--- config.mk ---
export PLATFORM = sky130hd
export DESIGN_NAME = frame_rate_monitor_core_flat
export DESIGN_NICKNAME = d
export VERILOG_FILES = /design/src/sv/frm_pkg.sv /design/src/sv/frm_if.sv /design/src/sv/frm_div.sv /design/src/sv/frame_rate_monitor_core.sv /design/src/flat_wrapper.sv
export SDC_FILE = /design/constraint.sdc
export NUM_CORES = 2
export LEC_CHECK = 0
export BUFFER_PORTS_ARGS = -buffer_cell sky130_fd_sc_hd__buf_2
export CAP_MARGIN = 10
export CORE_ASPECT_RATIO = 0.9
export CORE_UTILIZATION = 50
export CTS_CLUSTER_SIZE = 20
export DETAILED_ROUTE_END_ITERATION = 12
export HOLD_SLACK_MARGIN = 0.12
export PLACE_DENSITY = 0.7
export SYNTH_ARGS = -nofsm -noshare
export SYNTH_HDL_FRONTEND = slang
export SYNTH_SLANG_ARGS = --single-unit
export TNS_END_PERCENT = 30
--- constraint.sdc ---
create_clock -name clock -period 21.3 [get_ports clock]
set_input_delay 2.13 -clock clock [delete_from_list [all_inputs] [get_ports clock]]
set_output_delay 2.13 -clock clock [all_outputs]
set_load 0.1 [all_outputs]
--- src/sv/frm_pkg.sv ---
// frm_pkg: shared types and constants of the frame rate monitor
// used by the channel interfaces, the serial divider and the top level
// no dependencies
`default_nettype none

package frm_pkg;

   // field widths of the channels
   localparam int unsigned STAMP_W  = 40;
   localparam int unsigned PHASE_W  = 32;
   localparam int unsigned MEM_W    = 40;
   localparam int unsigned RATE_W   = 10;
   localparam int unsigned STAT_W   = 16;
   localparam int unsigned CSR_IDX_W  = 8;
   localparam int unsigned CSR_DATA_W = 8;

   // configuration register indexes
   localparam logic [CSR_IDX_W-1:0] CSR_ENABLE_MODE = 8'd0;
   localparam logic [CSR_IDX_W-1:0] CSR_TARGET_RATE = 8'd1;

   // reset values of the configuration registers, and the target used when it is zero
   localparam logic [1:0] ENABLE_RESET = 2'd0;
   localparam logic [7:0] TARGET_RESET = 8'd60;
   localparam logic [7:0] TARGET_DEFAULT = 8'd60;

   // rate arithmetic
   localparam logic [RATE_W-1:0] RATE_MAX = 10'd999;
   localparam int unsigned RATE_DIVIDEND = 1000;
   localparam int unsigned PERCENT = 100;
   localparam int unsigned SPEED_NUM = 21;
   localparam int unsigned SPEED_DEN = 20;

   // serial divider geometry
   localparam int unsigned DIVIDEND_W = 64;
   localparam int unsigned DIVISOR_W  = 32;
   localparam int unsigned STEP_W     = 7;
   localparam logic [STEP_W-1:0] RATE_STEPS  = 7'd10;
   localparam logic [STEP_W-1:0] SCORE_STEPS = 7'd40;
   localparam logic [STEP_W-1:0] MEM_STEPS   = 7'd64;

   typedef struct packed {
      logic              start;
      logic [STEP_W-1:0] steps;
   } div_ctrl_type;

   typedef struct packed {
      logic busy;
      logic done;
   } div_stat_type;

endpackage

`default_nettype wire

--- src/sv/frm_if.sv ---
// frm_if: valid/ready channel interfaces of the frame rate monitor
// request, response and register write channels
// depends on frm_pkg
`default_nettype none

interface frm_req_if;
   logic                          valid;
   logic                          ready;
   logic [frm_pkg::STAMP_W-1:0]   now_ms;
   logic [frm_pkg::PHASE_W-1:0]   input_phase_ms;
   logic [frm_pkg::MEM_W-1:0]     mem_bytes;
   logic                          mem_valid;

   modport source (output valid, now_ms, input_phase_ms, mem_bytes, mem_valid,
                   input ready);
   modport sink   (input valid, now_ms, input_phase_ms, mem_bytes, mem_valid,
                   output ready);
endinterface

interface frm_rsp_if;
   logic                          valid;
   logic                          ready;
   logic [frm_pkg::RATE_W-1:0]    rate_now;
   logic [frm_pkg::STAT_W-1:0]    rate_average;
   logic [frm_pkg::RATE_W-1:0]    rate_worst;
   logic [frm_pkg::STAT_W-1:0]    rate_score;
   logic [frm_pkg::STAT_W-1:0]    drop_count;
   logic [frm_pkg::PHASE_W-1:0]   input_worst_ms;
   logic [frm_pkg::MEM_W-1:0]     mem_peak_out;
   logic [frm_pkg::MEM_W-1:0]     mem_average_out;
   logic                          window_closed;

   modport source (output valid, rate_now, rate_average, rate_worst, rate_score,
                   drop_count, input_worst_ms, mem_peak_out, mem_average_out,
                   window_closed, input ready);
   modport sink   (input valid, rate_now, rate_average, rate_worst, rate_score,
                   drop_count, input_worst_ms, mem_peak_out, mem_average_out,
                   window_closed, output ready);
endinterface

interface frm_csr_if;
   logic                            valid;
   logic                            ready;
   logic [frm_pkg::CSR_IDX_W-1:0]   index;
   logic [frm_pkg::CSR_DATA_W-1:0]  data;

   modport source (output valid, index, data, input ready);
   modport sink   (input valid, index, data, output ready);
endinterface

`default_nettype wire

--- src/sv/frm_div.sv ---
// frm_div: restoring serial divider, one quotient bit per cycle
// 64-bit dividend, 32-bit divisor, step count chosen per start
// depends on frm_pkg
`default_nettype none

module frm_div (
   input  wire                              clock,
   input  wire                              reset,
   input  wire frm_pkg::div_ctrl_type       ctrl,
   input  wire [frm_pkg::DIVIDEND_W-1:0]    dividend,
   input  wire [frm_pkg::DIVISOR_W-1:0]     divisor,
   output frm_pkg::div_stat_type            stat,
   output logic [frm_pkg::DIVIDEND_W-1:0]   quotient
);
   import frm_pkg::*;

   logic [DIVISOR_W-1:0]  rem_ff, rem_in;
   logic [DIVIDEND_W-1:0] dq_ff, dq_in;
   logic [DIVISOR_W-1:0]  divisor_ff, divisor_in;
   logic [STEP_W-1:0]     cnt_ff, cnt_in;
   logic                  busy_ff, busy_in;
   logic                  done_ff, done_in;
   logic [DIVISOR_W:0]    trial;
   logic [DIVISOR_W:0]    diff;
   logic                  fits;

   always_comb begin
      trial = {rem_ff, dq_ff[DIVIDEND_W-1]};
      diff  = trial - {1'b0, divisor_ff};
      fits  = trial >= {1'b0, divisor_ff};

      rem_in     = rem_ff;
      dq_in      = dq_ff;
      divisor_in = divisor_ff;
      cnt_in     = cnt_ff;
      busy_in    = busy_ff;
      done_in    = 1'b0;

      if (ctrl.start) begin
         // dividend bits sit at the top so the msb of the work comes first
         rem_in     = '0;
         dq_in      = dividend << (STEP_W'(DIVIDEND_W) - ctrl.steps);
         divisor_in = divisor;
         cnt_in     = ctrl.steps;
         busy_in    = 1'b1;
      end else if (busy_ff) begin
         rem_in = fits ? diff[DIVISOR_W-1:0] : trial[DIVISOR_W-1:0];
         dq_in  = {dq_ff[DIVIDEND_W-2:0], fits};
         cnt_in = cnt_ff - 1'b1;
         if (cnt_ff == STEP_W'(1)) begin
            busy_in = 1'b0;
            done_in = 1'b1;
         end
      end
   end

   always_ff @(posedge clock) begin
      rem_ff     <= rem_in;
      dq_ff      <= dq_in;
      divisor_ff <= divisor_in;
      if (reset) begin
         cnt_ff  <= '0;
         busy_ff <= 1'b0;
         done_ff <= 1'b0;
      end else begin
         cnt_ff  <= cnt_in;
         busy_ff <= busy_in;
         done_ff <= done_in;
      end
   end

   assign stat.busy = busy_ff;
   assign stat.done = done_ff;
   assign quotient  = dq_ff;

endmodule

`default_nettype wire

--- src/sv/frame_rate_monitor_core.sv ---
// frame_rate_monitor_core: per-frame rate and memory statistics over timed windows
// one frame beat in, one statistics beat out, all divisions on frm_div
// depends on frm_pkg, frm_if, frm_div
//
//   channel   dir   handshake        carries
//   req_ch    in    valid/ready      now_ms, input_phase_ms, mem_bytes, mem_valid
//   rsp_ch    out   valid/ready      rates, score, drops, input worst, memory stats
//   csr_ch    in    valid/ready      register index and data, always ready
//
// per frame: a disabled or first frame goes straight to the response; an ordinary
// frame runs a rate division of 10 divider steps, skipped when the rate needs no
// division; window close adds a score division of 40 steps and a memory average
// division of 64 steps, all on the one serial divider, the latter skipped when the window saw no memory sample
// a new request is taken only while the sequencer is idle
// the response sits in an output register; a stalled response blocks only the
// final hand-over, so the next request may already be taken
// reset is synchronous and clears all statistics, no clearing pass
`default_nettype none

module frame_rate_monitor_core #(
   parameter int unsigned WINDOW_MS  = 1000,
   parameter int unsigned TIME_WIDTH = 40
) (
   input  wire        clock,
   input  wire        reset,
   frm_req_if.sink    req_ch,
   frm_rsp_if.source  rsp_ch,
   frm_csr_if.sink    csr_ch
);
   import frm_pkg::*;

   typedef enum logic [8:0] {
      ST_IDLE      = 9'b000000001,
      ST_PREP      = 9'b000000010,
      ST_RATE_DIV  = 9'b000000100,
      ST_UPDATE    = 9'b000001000,
      ST_CLOSE     = 9'b000010000,
      ST_SCORE_DIV = 9'b000100000,
      ST_MEM_DIV   = 9'b001000000,
      ST_CLEAR     = 9'b010000000,
      ST_RESP      = 9'b100000000
   } state_type;

   function automatic logic [STAT_W-1:0] sat16(input logic [DIVIDEND_W-1:0] v);
      sat16 = (|v[DIVIDEND_W-1:STAT_W]) ? {STAT_W{1'b1}} : v[STAT_W-1:0];
   endfunction

   state_type state_ff, state_in;

   logic [1:0]             enable_ff, enable_in;
   logic [7:0]             target_ff, target_in;

   logic [TIME_WIDTH-1:0]  now_ff, now_in;
   logic [MEM_W-1:0]       mem_ff, mem_in;
   logic                   mem_ok_ff, mem_ok_in;
   logic                   win_due_ff, win_due_in;
   logic                   closed_ff, closed_in;

   logic [31:0]            frames_ff, frames_in;
   logic [TIME_WIDTH-1:0]  last_ff, last_in;
   logic [TIME_WIDTH-1:0]  wstart_ff, wstart_in;
   logic [RATE_W-1:0]      rate_now_ff, rate_now_in;
   logic [STAT_W-1:0]      rate_avg_ff, rate_avg_in;
   logic [RATE_W-1:0]      rate_worst_ff, rate_worst_in;
   logic [STAT_W-1:0]      score_ff, score_in;
   logic [STAT_W-1:0]      drops_ff, drops_in;
   logic [31:0]            good_ff, good_in;
   logic [RATE_W-1:0]      wworst_ff, wworst_in;
   logic [31:0]            wdrops_ff, wdrops_in;
   logic [PHASE_W-1:0]     iw_cur_ff, iw_cur_in;
   logic [PHASE_W-1:0]     iw_lat_ff, iw_lat_in;
   logic [MEM_W-1:0]       mpeak_ff, mpeak_in;
   logic [MEM_W-1:0]       mavg_ff, mavg_in;
   logic [63:0]            msum_ff, msum_in;
   logic [31:0]            msamp_ff, msamp_in;

   logic                   rsp_valid_ff, rsp_valid_in;
   logic [RATE_W-1:0]      o_rate_now_ff, o_rate_now_in;
   logic [STAT_W-1:0]      o_rate_avg_ff, o_rate_avg_in;
   logic [RATE_W-1:0]      o_rate_worst_ff, o_rate_worst_in;
   logic [STAT_W-1:0]      o_score_ff, o_score_in;
   logic [STAT_W-1:0]      o_drops_ff, o_drops_in;
   logic [PHASE_W-1:0]     o_iw_ff, o_iw_in;
   logic [MEM_W-1:0]       o_mpeak_ff, o_mpeak_in;
   logic [MEM_W-1:0]       o_mavg_ff, o_mavg_in;
   logic                   o_closed_ff, o_closed_in;

   div_ctrl_type           div_ctrl;
   div_stat_type           div_stat;
   logic [DIVIDEND_W-1:0]  div_dividend;
   logic [DIVISOR_W-1:0]   div_divisor;
   logic [DIVIDEND_W-1:0]  div_quot;

   logic [TIME_WIDTH-1:0]  now_t;
   logic [TIME_WIDTH-1:0]  frame_diff;
   logic [TIME_WIDTH-1:0]  win_diff;
   logic [31:0]            period_ms;
   logic [7:0]             target_eff;
   logic [STAT_W:0]        drop_ref;
   logic [STAT_W-1:0]      avg_sat;
   logic [20:0]            speed_lhs;
   logic [20:0]            speed_rhs;
   logic [22:0]            avg_pct;
   logic [38:0]            good_pct;

   assign now_t         = TIME_WIDTH'(req_ch.now_ms);
   assign frame_diff    = now_ff - last_ff;
   assign win_diff      = now_ff - wstart_ff;
   assign period_ms     = frame_diff[31:0];
   assign target_eff    = (target_ff != 8'd0) ? target_ff : TARGET_DEFAULT;
   assign drop_ref      = (rate_avg_ff != '0) ? {1'b0, rate_avg_ff}
                                              : (STAT_W+1)'(target_eff);
   assign avg_sat       = sat16(DIVIDEND_W'(frames_ff));
   assign speed_lhs     = 21'(avg_sat) * 21'(SPEED_DEN);
   assign speed_rhs     = 21'(target_eff) * 21'(SPEED_NUM);
   assign avg_pct       = 23'(avg_sat) * 23'(PERCENT);
   assign good_pct      = 39'(good_ff) * 39'(PERCENT);

   assign req_ch.ready  = (state_ff == ST_IDLE);
   assign csr_ch.ready  = 1'b1;

   always_comb begin
      state_in      = state_ff;
      enable_in     = enable_ff;
      target_in     = target_ff;
      now_in        = now_ff;
      mem_in        = mem_ff;
      mem_ok_in     = mem_ok_ff;
      win_due_in    = win_due_ff;
      closed_in     = closed_ff;
      frames_in     = frames_ff;
      last_in       = last_ff;
      wstart_in     = wstart_ff;
      rate_now_in   = rate_now_ff;
      rate_avg_in   = rate_avg_ff;
      rate_worst_in = rate_worst_ff;
      score_in      = score_ff;
      drops_in      = drops_ff;
      good_in       = good_ff;
      wworst_in     = wworst_ff;
      wdrops_in     = wdrops_ff;
      iw_cur_in     = iw_cur_ff;
      iw_lat_in     = iw_lat_ff;
      mpeak_in      = mpeak_ff;
      mavg_in       = mavg_ff;
      msum_in       = msum_ff;
      msamp_in      = msamp_ff;

      rsp_valid_in    = rsp_valid_ff;
      o_rate_now_in   = o_rate_now_ff;
      o_rate_avg_in   = o_rate_avg_ff;
      o_rate_worst_in = o_rate_worst_ff;
      o_score_in      = o_score_ff;
      o_drops_in      = o_drops_ff;
      o_iw_in         = o_iw_ff;
      o_mpeak_in      = o_mpeak_ff;
      o_mavg_in       = o_mavg_ff;
      o_closed_in     = o_closed_ff;

      div_ctrl      = '0;
      div_dividend  = '0;
      div_divisor   = '0;

      if (csr_ch.valid) begin
         unique case (csr_ch.index)
            CSR_ENABLE_MODE: enable_in = csr_ch.data[1:0];
            CSR_TARGET_RATE: target_in = csr_ch.data;
            default: ;
         endcase
      end

      if (rsp_valid_ff && rsp_ch.ready) begin
         rsp_valid_in = 1'b0;
      end

      unique case (state_ff)
         ST_IDLE: begin
            if (req_ch.valid) begin
               now_in    = now_t;
               mem_in    = req_ch.mem_bytes;
               mem_ok_in = req_ch.mem_valid;
               closed_in = 1'b0;
               if (enable_ff == 2'd0) begin
                  state_in = ST_RESP;
               end else begin
                  if (req_ch.input_phase_ms > iw_cur_ff) begin
                     iw_cur_in = req_ch.input_phase_ms;
                  end
                  frames_in = frames_ff + 32'd1;
                  // first frame seeds both stamps instead of measuring a rate
                  if (last_ff == '0) begin
                     last_in   = now_t;
                     wstart_in = now_t;
                     state_in  = ST_RESP;
                  end else begin
                     state_in  = ST_PREP;
                  end
               end
            end
         end
         ST_PREP: begin
            last_in    = now_ff;
            win_due_in = win_diff >= TIME_WIDTH'(WINDOW_MS);
            if (period_ms == 32'd0) begin
               rate_now_in = RATE_MAX;
               state_in    = ST_UPDATE;
            end else if (|period_ms[31:RATE_W]) begin
               // frame of 1024 ms or more gives rate zero without a division
               rate_now_in = '0;
               state_in    = ST_UPDATE;
            end else begin
               div_ctrl.start = 1'b1;
               div_ctrl.steps = RATE_STEPS;
               div_dividend   = DIVIDEND_W'(RATE_DIVIDEND);
               div_divisor    = DIVISOR_W'(period_ms[RATE_W-1:0]);
               state_in       = ST_RATE_DIV;
            end
         end
         ST_RATE_DIV: begin
            if (div_stat.done) begin
               rate_now_in = (div_quot[RATE_W-1:0] > RATE_MAX) ? RATE_MAX
                                                              : div_quot[RATE_W-1:0];
               state_in    = ST_UPDATE;
            end
         end
         ST_UPDATE: begin
            if ((RATE_W+1)'(rate_now_ff) + (RATE_W+1)'(1) >= (RATE_W+1)'(target_eff)) begin
               good_in = good_ff + 32'd1;
            end
            if ((STAT_W+1)'(rate_now_ff) + (STAT_W+1)'(2) < drop_ref) begin
               wdrops_in = wdrops_ff + 32'd1;
            end
            if (wworst_ff == '0 || rate_now_ff < wworst_ff) begin
               wworst_in = rate_now_ff;
            end
            if (mem_ok_ff) begin
               if (mem_ff > mpeak_ff) begin
                  mpeak_in = mem_ff;
               end
               msum_in  = msum_ff + 64'(mem_ff);
               msamp_in = msamp_ff + 32'd1;
            end
            state_in = win_due_ff ? ST_CLOSE : ST_RESP;
         end
         ST_CLOSE: begin
            rate_avg_in    = avg_sat;
            rate_worst_in  = wworst_ff;
            drops_in       = sat16(DIVIDEND_W'(wdrops_ff));
            iw_lat_in      = iw_cur_ff;
            div_ctrl.start = 1'b1;
            div_ctrl.steps = SCORE_STEPS;
            // speed above 105 percent scores against the target
            if (speed_lhs > speed_rhs) begin
               div_dividend = DIVIDEND_W'(avg_pct);
               div_divisor  = DIVISOR_W'(target_eff);
            end else begin
               div_dividend = DIVIDEND_W'(good_pct);
               div_divisor  = (frames_ff != 32'd0) ? frames_ff : 32'd1;
            end
            state_in = ST_SCORE_DIV;
         end
         ST_SCORE_DIV: begin
            if (div_stat.done) begin
               score_in = sat16(div_quot);
               if (msamp_ff != 32'd0) begin
                  div_ctrl.start = 1'b1;
                  div_ctrl.steps = MEM_STEPS;
                  div_dividend   = msum_ff;
                  div_divisor    = msamp_ff;
                  state_in       = ST_MEM_DIV;
               end else begin
                  state_in       = ST_CLEAR;
               end
            end
         end
         ST_MEM_DIV: begin
            if (div_stat.done) begin
               mavg_in  = div_quot[MEM_W-1:0];
               state_in = ST_CLEAR;
            end
         end
         ST_CLEAR: begin
            frames_in = '0;
            wstart_in = now_ff;
            wworst_in = '0;
            good_in   = '0;
            wdrops_in = '0;
            iw_cur_in = '0;
            msum_in   = '0;
            msamp_in  = '0;
            closed_in = 1'b1;
            state_in  = ST_RESP;
         end
         ST_RESP: begin
            if (!rsp_valid_ff || rsp_ch.ready) begin
               rsp_valid_in    = 1'b1;
               o_rate_now_in   = rate_now_ff;
               o_rate_avg_in   = rate_avg_ff;
               o_rate_worst_in = rate_worst_ff;
               o_score_in      = score_ff;
               o_drops_in      = drops_ff;
               o_iw_in         = iw_lat_ff;
               o_mpeak_in      = mpeak_ff;
               o_mavg_in       = mavg_ff;
               o_closed_in     = closed_ff;
               state_in        = ST_IDLE;
            end
         end
         default: begin
            state_in = ST_IDLE;
         end
      endcase
   end

   always_ff @(posedge clock) begin
      now_ff          <= now_in;
      mem_ff          <= mem_in;
      mem_ok_ff       <= mem_ok_in;
      win_due_ff      <= win_due_in;
      closed_ff       <= closed_in;
      o_rate_now_ff   <= o_rate_now_in;
      o_rate_avg_ff   <= o_rate_avg_in;
      o_rate_worst_ff <= o_rate_worst_in;
      o_score_ff      <= o_score_in;
      o_drops_ff      <= o_drops_in;
      o_iw_ff         <= o_iw_in;
      o_mpeak_ff      <= o_mpeak_in;
      o_mavg_ff       <= o_mavg_in;
      o_closed_ff     <= o_closed_in;
      if (reset) begin
         state_ff      <= ST_IDLE;
         enable_ff     <= ENABLE_RESET;
         target_ff     <= TARGET_RESET;
         frames_ff     <= '0;
         last_ff       <= '0;
         wstart_ff     <= '0;
         rate_now_ff   <= '0;
         rate_avg_ff   <= '0;
         rate_worst_ff <= '0;
         score_ff      <= '0;
         drops_ff      <= '0;
         good_ff       <= '0;
         wworst_ff     <= '0;
         wdrops_ff     <= '0;
         iw_cur_ff     <= '0;
         iw_lat_ff     <= '0;
         mpeak_ff      <= '0;
         mavg_ff       <= '0;
         msum_ff       <= '0;
         msamp_ff      <= '0;
         rsp_valid_ff  <= 1'b0;
      end else begin
         state_ff      <= state_in;
         enable_ff     <= enable_in;
         target_ff     <= target_in;
         frames_ff     <= frames_in;
         last_ff       <= last_in;
         wstart_ff     <= wstart_in;
         rate_now_ff   <= rate_now_in;
         rate_avg_ff   <= rate_avg_in;
         rate_worst_ff <= rate_worst_in;
         score_ff      <= score_in;
         drops_ff      <= drops_in;
         good_ff       <= good_in;
         wworst_ff     <= wworst_in;
         wdrops_ff     <= wdrops_in;
         iw_cur_ff     <= iw_cur_in;
         iw_lat_ff     <= iw_lat_in;
         mpeak_ff      <= mpeak_in;
         mavg_ff       <= mavg_in;
         msum_ff       <= msum_in;
         msamp_ff      <= msamp_in;
         rsp_valid_ff  <= rsp_valid_in;
      end
   end

   frm_div u_div (
      .clock    (clock),
      .reset    (reset),
      .ctrl     (div_ctrl),
      .dividend (div_dividend),
      .divisor  (div_divisor),
      .stat     (div_stat),
      .quotient (div_quot)
   );

   assign rsp_ch.valid           = rsp_valid_ff;
   assign rsp_ch.rate_now        = o_rate_now_ff;
   assign rsp_ch.rate_average    = o_rate_avg_ff;
   assign rsp_ch.rate_worst      = o_rate_worst_ff;
   assign rsp_ch.rate_score      = o_score_ff;
   assign rsp_ch.drop_count      = o_drops_ff;
   assign rsp_ch.input_worst_ms  = o_iw_ff;
   assign rsp_ch.mem_peak_out    = o_mpeak_ff;
   assign rsp_ch.mem_average_out = o_mavg_ff;
   assign rsp_ch.window_closed   = o_closed_ff;

endmodule

`default_nettype wire

--- src/flat_wrapper.sv ---
// flat-port wrapper written by rule: the top's interface ports become plain ports
module frame_rate_monitor_core_flat import frm_pkg::*;
#(
   parameter int unsigned WINDOW_MS  = 1000,
   parameter int unsigned TIME_WIDTH = 40
)
  (clock, reset, req_ch_valid, req_ch_now_ms, req_ch_input_phase_ms, req_ch_mem_bytes, req_ch_mem_valid, req_ch_ready, rsp_ch_valid, rsp_ch_rate_now, rsp_ch_rate_average, rsp_ch_rate_worst, rsp_ch_rate_score, rsp_ch_drop_count, rsp_ch_input_worst_ms, rsp_ch_mem_peak_out, rsp_ch_mem_average_out, rsp_ch_window_closed, rsp_ch_ready, csr_ch_valid, csr_ch_index, csr_ch_data, csr_ch_ready);
  frm_req_if req_ch_i ();
  frm_rsp_if rsp_ch_i ();
  frm_csr_if csr_ch_i ();
  input  wire clock;
  input  wire reset;
  input wire logic [$bits(req_ch_i.valid)-1:0] req_ch_valid;
  input wire logic [$bits(req_ch_i.now_ms)-1:0] req_ch_now_ms;
  input wire logic [$bits(req_ch_i.input_phase_ms)-1:0] req_ch_input_phase_ms;
  input wire logic [$bits(req_ch_i.mem_bytes)-1:0] req_ch_mem_bytes;
  input wire logic [$bits(req_ch_i.mem_valid)-1:0] req_ch_mem_valid;
  output wire logic [$bits(req_ch_i.ready)-1:0] req_ch_ready;
  output wire logic [$bits(rsp_ch_i.valid)-1:0] rsp_ch_valid;
  output wire logic [$bits(rsp_ch_i.rate_now)-1:0] rsp_ch_rate_now;
  output wire logic [$bits(rsp_ch_i.rate_average)-1:0] rsp_ch_rate_average;
  output wire logic [$bits(rsp_ch_i.rate_worst)-1:0] rsp_ch_rate_worst;
  output wire logic [$bits(rsp_ch_i.rate_score)-1:0] rsp_ch_rate_score;
  output wire logic [$bits(rsp_ch_i.drop_count)-1:0] rsp_ch_drop_count;
  output wire logic [$bits(rsp_ch_i.input_worst_ms)-1:0] rsp_ch_input_worst_ms;
  output wire logic [$bits(rsp_ch_i.mem_peak_out)-1:0] rsp_ch_mem_peak_out;
  output wire logic [$bits(rsp_ch_i.mem_average_out)-1:0] rsp_ch_mem_average_out;
  output wire logic [$bits(rsp_ch_i.window_closed)-1:0] rsp_ch_window_closed;
  input wire logic [$bits(rsp_ch_i.ready)-1:0] rsp_ch_ready;
  input wire logic [$bits(csr_ch_i.valid)-1:0] csr_ch_valid;
  input wire logic [$bits(csr_ch_i.index)-1:0] csr_ch_index;
  input wire logic [$bits(csr_ch_i.data)-1:0] csr_ch_data;
  output wire logic [$bits(csr_ch_i.ready)-1:0] csr_ch_ready;
  assign req_ch_i.valid = req_ch_valid;
  assign req_ch_i.now_ms = req_ch_now_ms;
  assign req_ch_i.input_phase_ms = req_ch_input_phase_ms;
  assign req_ch_i.mem_bytes = req_ch_mem_bytes;
  assign req_ch_i.mem_valid = req_ch_mem_valid;
  assign req_ch_ready = req_ch_i.ready;
  assign rsp_ch_valid = rsp_ch_i.valid;
  assign rsp_ch_rate_now = rsp_ch_i.rate_now;
  assign rsp_ch_rate_average = rsp_ch_i.rate_average;
  assign rsp_ch_rate_worst = rsp_ch_i.rate_worst;
  assign rsp_ch_rate_score = rsp_ch_i.rate_score;
  assign rsp_ch_drop_count = rsp_ch_i.drop_count;
  assign rsp_ch_input_worst_ms = rsp_ch_i.input_worst_ms;
  assign rsp_ch_mem_peak_out = rsp_ch_i.mem_peak_out;
  assign rsp_ch_mem_average_out = rsp_ch_i.mem_average_out;
  assign rsp_ch_window_closed = rsp_ch_i.window_closed;
  assign rsp_ch_i.ready = rsp_ch_ready;
  assign csr_ch_i.valid = csr_ch_valid;
  assign csr_ch_i.index = csr_ch_index;
  assign csr_ch_i.data = csr_ch_data;
  assign csr_ch_ready = csr_ch_i.ready;
  frame_rate_monitor_core #(.WINDOW_MS(WINDOW_MS), .TIME_WIDTH(TIME_WIDTH)) u_core (.clock(clock), .reset(reset), .req_ch(req_ch_i), .rsp_ch(rsp_ch_i), .csr_ch(csr_ch_i));
endmodule
# After elaboration in Yosys (flattened, before gate mapping)
# Index checks and enable logic that the tools add are counted.
totals:
  ff_bits: 915
  in_bits: 134
  out_inout_bits: 184
  word_cells: 209
classes:
  addsub: 12
  n_mul: 4
  magnitude_cmp: 9
  eq_ne: 24
  shifts: 1
  n_mux: 76
  bitwise_logic: 1
  n_reduce_logical: 41
ops:
  columns: ["cell", "count"]
  rows:
  - ["two-way mux 32 bit", 14]
  - ["two-way mux 64 bit", 6]
  - ["case mux 32 bit (2 select lines)", 5]
  - ["case mux 64 bit (3 select lines)", 1]
  - ["case mux 40 bit (2 select lines)", 2]
  - ["adder 32 x 1 -> 32 bit, second input constant", 4]
  - ["case mux 64 bit (2 select lines)", 1]
  - ["two-way mux 40 bit", 3]
  - ["case mux 32 bit (3 select lines)", 1]
  - ["two-way mux 9 bit", 9]
  - ["case mux 9 bit (9 select lines)", 1]
  - ["two-way mux 10 bit", 7]
  - ["adder 64 x 40 -> 64 bit", 1]
  - ["two-way mux 16 bit", 4]
  - ["nonzero test 32 bit", 2]
  - ["left shift 64 x 7 -> 64 bit", 1]
  - ["subtractor 32 bit", 2]
  - ["two-way mux 8 bit", 6]
  - ["OR reduction 48 bit", 1]
  - [">= comparator 40 x 10 -> 1 bit, second input constant", 1]
  - ["> comparator 40 bit", 1]
  - ["logical NOT 40 bit", 1]
  - ["case mux 10 bit (2 select lines)", 2]
  - ["subtractor 40 bit", 1]
  - ["other kinds (53)", 91]

# Depth between registers and ports, before layout
logic_depth:
  ltp_word: 8
  ltp_mapped: 31
  depth_no_buf: 29

# Cells and area by module
# A second synthesis with hierarchy kept.
unflattened:
  hier_cells: 6327
  hier_area_um2: 56957.1
by_module_without_submodules:
  columns: ["module", "n_inst", "cells_each", "area_each_um2", "seq_area_each_um2"]
  rows:
  - ["frame_rate_monitor_core", 1, 5150, 46105.5, 18217.5]
  - ["frm_div", 1, 1177, 10851.7, 3703.6]

# Worst setup path before layout
# Ideal clock, no wire load.
synth_timing:
  kind: "input to register"
  start: "input port rsp_ch_ready"
  end: "register u_core.o_drops_ff[0], in the netlist u_core.rsp_ch.drop_count[0] (enable)"
  setup_ps: 745
  t_arrival_ps: 10191
  required_ps: 20555
  slack_ps: 10364
  cell_stages: 2
  path_buffers: 0
  cell_sequence: "nand2b_1 > nor2b_1"
synth_between:
  elab_chain_len: 2
synth_lines:
  columns: ["element", "line", "text"]
  rows:
  - ["start, declared", "flat_wrapper.sv:29", "input wire logic [$bits(rsp_ch_i.ready)-1:0] rsp_ch_ready;"]
  - ["logical OR 1 bit", "frame_rate_monitor_core.sv:295", "if (!rsp_valid_ff || rsp_ch.ready) begin"]
  - ["AND reduction 2 bit (no line)", null, null]
  - ["end signal, assigned", "frame_rate_monitor_core.sv:325", "o_drops_ff <= o_drops_in;"]
  - ["end, declared", "frame_rate_monitor_core.sv:82", "logic [STAT_W-1:0] o_drops_ff, o_drops_in;"]
# Every way passes these cells.
# A chain may end at the register's enable or synchronous reset.

# Worst setup path after layout
layout_timing:
  start: "register u_core.target_ff[7]"
  end: "register u_core.u_div.dq_ff[59], in the netlist u_core.u_div.quotient[59] (data pin)"
layout_between:
  elab_chain_len: 8
layout_lines:
  columns: ["element", "line", "text"]
  rows:
  - ["start, declared", "frame_rate_monitor_core.sv:51", "logic [7:0] target_ff, target_in;"]
  - ["start signal, assigned", "frame_rate_monitor_core.sv:355", "target_ff <= target_in;"]
  - ["nonzero test 8 bit", "frame_rate_monitor_core.sv:110", "assign target_eff = (target_ff != 8'd0) ? target_ff : TARGET_DEFAULT;"]
  - ["two-way mux 8 bit *", "frame_rate_monitor_core.sv:110", null]
  - ["multiplier 8 x 5 -> 13 bit *", "frame_rate_monitor_core.sv:115", "assign speed_rhs = 21'(target_eff) * 21'(SPEED_NUM);"]
  - ["> comparator 21 x 13 -> 1 bit *", "frame_rate_monitor_core.sv:253", "if (speed_lhs > speed_rhs) begin"]
  - ["two-way mux 39 bit *", "frame_rate_monitor_core.sv:253", null]
  - ["case mux 64 bit (3 select lines) *", "frame_rate_monitor_core.sv:176", "unique case (state_ff)"]
  - ["left shift 64 x 7 -> 64 bit *", "frm_div.sv:42", "dq_in = dividend << (STEP_W'(DIVIDEND_W) - ctrl.steps);"]
  - ["two-way mux 64 bit *", "frm_div.sv:39", "if (ctrl.start) begin"]
  - ["named net u_core.u_div.dq_in[59]", "frm_div.sv:18", "logic [DIVIDEND_W-1:0] dq_ff, dq_in;"]
  - ["end signal, assigned", "frm_div.sv:59", "dq_ff <= dq_in;"]
  - ["end, declared", "frm_div.sv:18", null]
# The timed path passes the listed nets; every way through them passes the cells marked *.

==> run summary <==
Antenna violations before repair: 6
Root Buffer: clkbuf_16
Crit path buf inv count: 2
Vias/cell: 5.92
Type of the worst setup path: reg -> reg
Routed metal-1 wire length: 73,600 um
Final ANT Viol Nets: 0
# rows: 114
Slowest stage delay, CP: 0.54 ns
H-tree depth: 3
Fill count: 9,759
Number of synthesized flops with an enable pin: 360
Setup Skew: 0.0517 ns
Syn Nets: 6,811
Synth Flop Type: dfxtp_1
Worst-case vdd ir drop: 0.0692 mV
Initial Util: 50.8%
Area Overhead vs Synth: 11.4%
Gate Count Post-Synth: 6,165
Max-slew violations: 0
First-pass GRT wire length: 254,000 um
Distinct cells, synth: 106
Multi-input logic area: 30,200 um^2
Post-synthesis cell area: 54,900 um^2
Full die area: 111,000 um^2
Vias in the first global route: 43,300
Startpoint class of the critical path: flop
Crit share post-route: 35.5%
DRT iter0 DRCs: 4,205
Max clock buf depth: 3
Hold Fails Final Rpt: 0
Post-route setup TNS: 0 ns
Final HPWL DP: 122,000 um
Worst-margin pin slew: 1.13 ns
Met3 Wirelength: 12,700 um
Fmax: 0.132 GHz
GRT overflow: 0
Status: finished clean
RSZ-0062 raised after global routing: no
Met2 WL: 73,700 um
Die height: 316 um
Layout cells sized above 1: 9.84%
# Max-Cap Violations: 0
I/O pin count: 318
Nets: 6,997
Clk_lat worst skew: 0.73 ns
Post-cts resize count: 0
Post-CTS Setup Bufs: 0
Slew margin rel.: 22.6%
Worst EP required: 21.77 ns
Avg WL per Cell: 21.1 um
Global-route usage over all layers: 29.2%
YS warnings: 0
Post-Syn Area per Cell: 8.91 um^2
Worst-path clk slew: 0.06 ns
Worst-path maximum fanout: 28
Final Power: 0.00485 W
Post-synth ARST share: 0%
Crit. End Element: flop
Detailed Routing Iterations Pass 1: 6
Core ar.: 108,000 um^2
Die W: 351 um
LEAKAGE: 24.7 nW
Hold-fix buffers, CTS: 0
Vias: 46,700
TritonCTS Buffers: 95
Seq/Total Area, Yosys: 39.9%
Yosys reg bits: 915
CP top delay family: compound AO/OA/AOI/OAI gates
Minimum clock period: 7.56 ns
Gpl congestion: 1.03
Pwr Density: 79.2 nW/um^2
CTS tree: built
Final setup fails: 0
Highest routing layer actually used: met5
CP arrival: 8.02 ns
Number of clock sinks: 915
# DRC: 0
Post-layout util: 56.6%
Worst min path class: reg -> reg
Register area: 21,900 um^2
Slowest CP cell: a2111oi_0
DRT Wirelength: 166,000 um
Largest net degree at the start of global routing: 135
IO buf count: 316
## logic make-up after synthesis
family                     after synthesis  share of synthesized area (%)
AOI/OAI and AO/OA                     1419                           16.8
xor gates and xnor gates               262                           4.18
adders and majority gates              512                           12.3
buffers and inverters                  760                           5.30
DFF                                    915                           39.9
muxes                                  167                           3.12
other                                    1                        0.00683
and+or+nand+nor                       2129                           18.4
## cells in the final DEF, fill, tap and decap left out, types with 44 or more instances in the layout
cell,netlist,layout
o21a_1,61,61
nor3_1,121,121
nor2b_1,59,57
dfxtp_1,555,554
buf_2,18,315
nand4_1,87,87
nand3_1,148,147
a211oi_1,45,45
inv_1,474,472
o21ai_0,263,263
ha_1,466,465
and2_1,44,44
nor2_1,566,566
mux2i_1,150,150
nor4_1,64,64
edfxtp_1,360,360
a21o_1,104,104
and3_1,61,60
a311oi_1,88,88
buf_4,5,53
nand3b_1,46,46
a21oi_1,464,462
nand2_1,681,681
xnor2_1,140,140
or3_1,57,57
nand2b_1,102,101
fa_1,46,46
xor2_1,122,122
clkbuf_16,0,103
a31oi_1,47,47
## synthesized netlist by cell type (87+ instances only)
cell      count  share of area [%]
nand2_1     681                4.7
nor2_1      566                3.9
dfxtp_1     555                 20
inv_1       474                3.2
ha_1        466                 11
a21oi_1     464                4.2
edfxtp_1    360                 20
o21ai_0     263                2.4
clkbuf_1    235                1.6
mux2i_1     150                2.7
nand3_1     148                1.3
xnor2_1     140                2.2
xor2_1      122                1.9
nor3_1      121                1.1
a21o_1      104                1.4
nand2b_1    102                1.2
a311oi_1     88                1.4
nand4_1      87               0.99
## flip-flops by register name, indices dropped and copies added, names as in the netlist, 40 cells and up
signal / count
u_core.last_ff: 40
u_core.mavg_ff: 40
u_core.mem_ff: 40
u_core.mpeak_ff: 40
u_core.msum_ff: 64
u_core.now_ff: 40
u_core.rsp_ch.mem_average_out: 40
u_core.rsp_ch.mem_peak_out: 40
u_core.u_div.quotient: 64
u_core.wstart_ff: 40
## power by group
| group | internal, W | switching (W) |
|---|---|---|
| Combinational | 0.000353 | 0.000695 |
| Clock | 0.00107 | 0.000758 |
| Sequential | 0.00191 | 0.0000634 |
| Total | 0.00333 | 0.00152 |
## worst paths after layout
path / startpoint / to / slack, ns / cells after the start
worst max-delay path: u_core.target_ff[7]$_SDFFE_PP0P_ / u_core.u_div.quotient[59]$_DFFE_PP_ / 13.74 / 28
worst min-delay path: u_core.mavg_ff[22]$_SDFFE_PP0P_ / u_core.rsp_ch.mem_average_out[22]$_DFFE_PP_ / 0.42 / 0
worst max register to register: u_core.target_ff[7]$_SDFFE_PP0P_ / u_core.u_div.quotient[59]$_DFFE_PP_ / 13.74 / 28
worst min register to register: u_core.mavg_ff[22]$_SDFFE_PP0P_ / u_core.rsp_ch.mem_average_out[22]$_DFFE_PP_ / 0.42 / 0
## per-layer routing
metal,GRT usage (%),vias up
met5,0,-
met4,10.5,4
met3,4.79,291
met2,45.4,1726
met1,40.8,22300
li1,-,22300
## area by class of cell
class | instances | area share (%)
multi-input cells | 4490 | 49.3
well taps | 1450 | 2.96
repair buffers | 371 | 3.32
clock buffers | 124 | 4.44
flip-flops and latches | 915 | 35.8
clock inverters | 56 | 1.19
diodes | 3 | 0.0123
inverters | 478 | 2.93
## stage by stage
step                      instance area, um^2  setup slack [ns]  instances  hold slack, ns
after global placement                  57800             14.05       7704           0.405
final                                   61200             13.74       7887           0.421
after detailed placement                57800             13.82       7704           0.413
after floorplan                         54900             10.36       6165           0.400
after global routing                    61200             13.31       7886           0.433
after CTS                               61200             13.82       7884           0.417
Note: power is estimated with default switching activity, not from simulation.
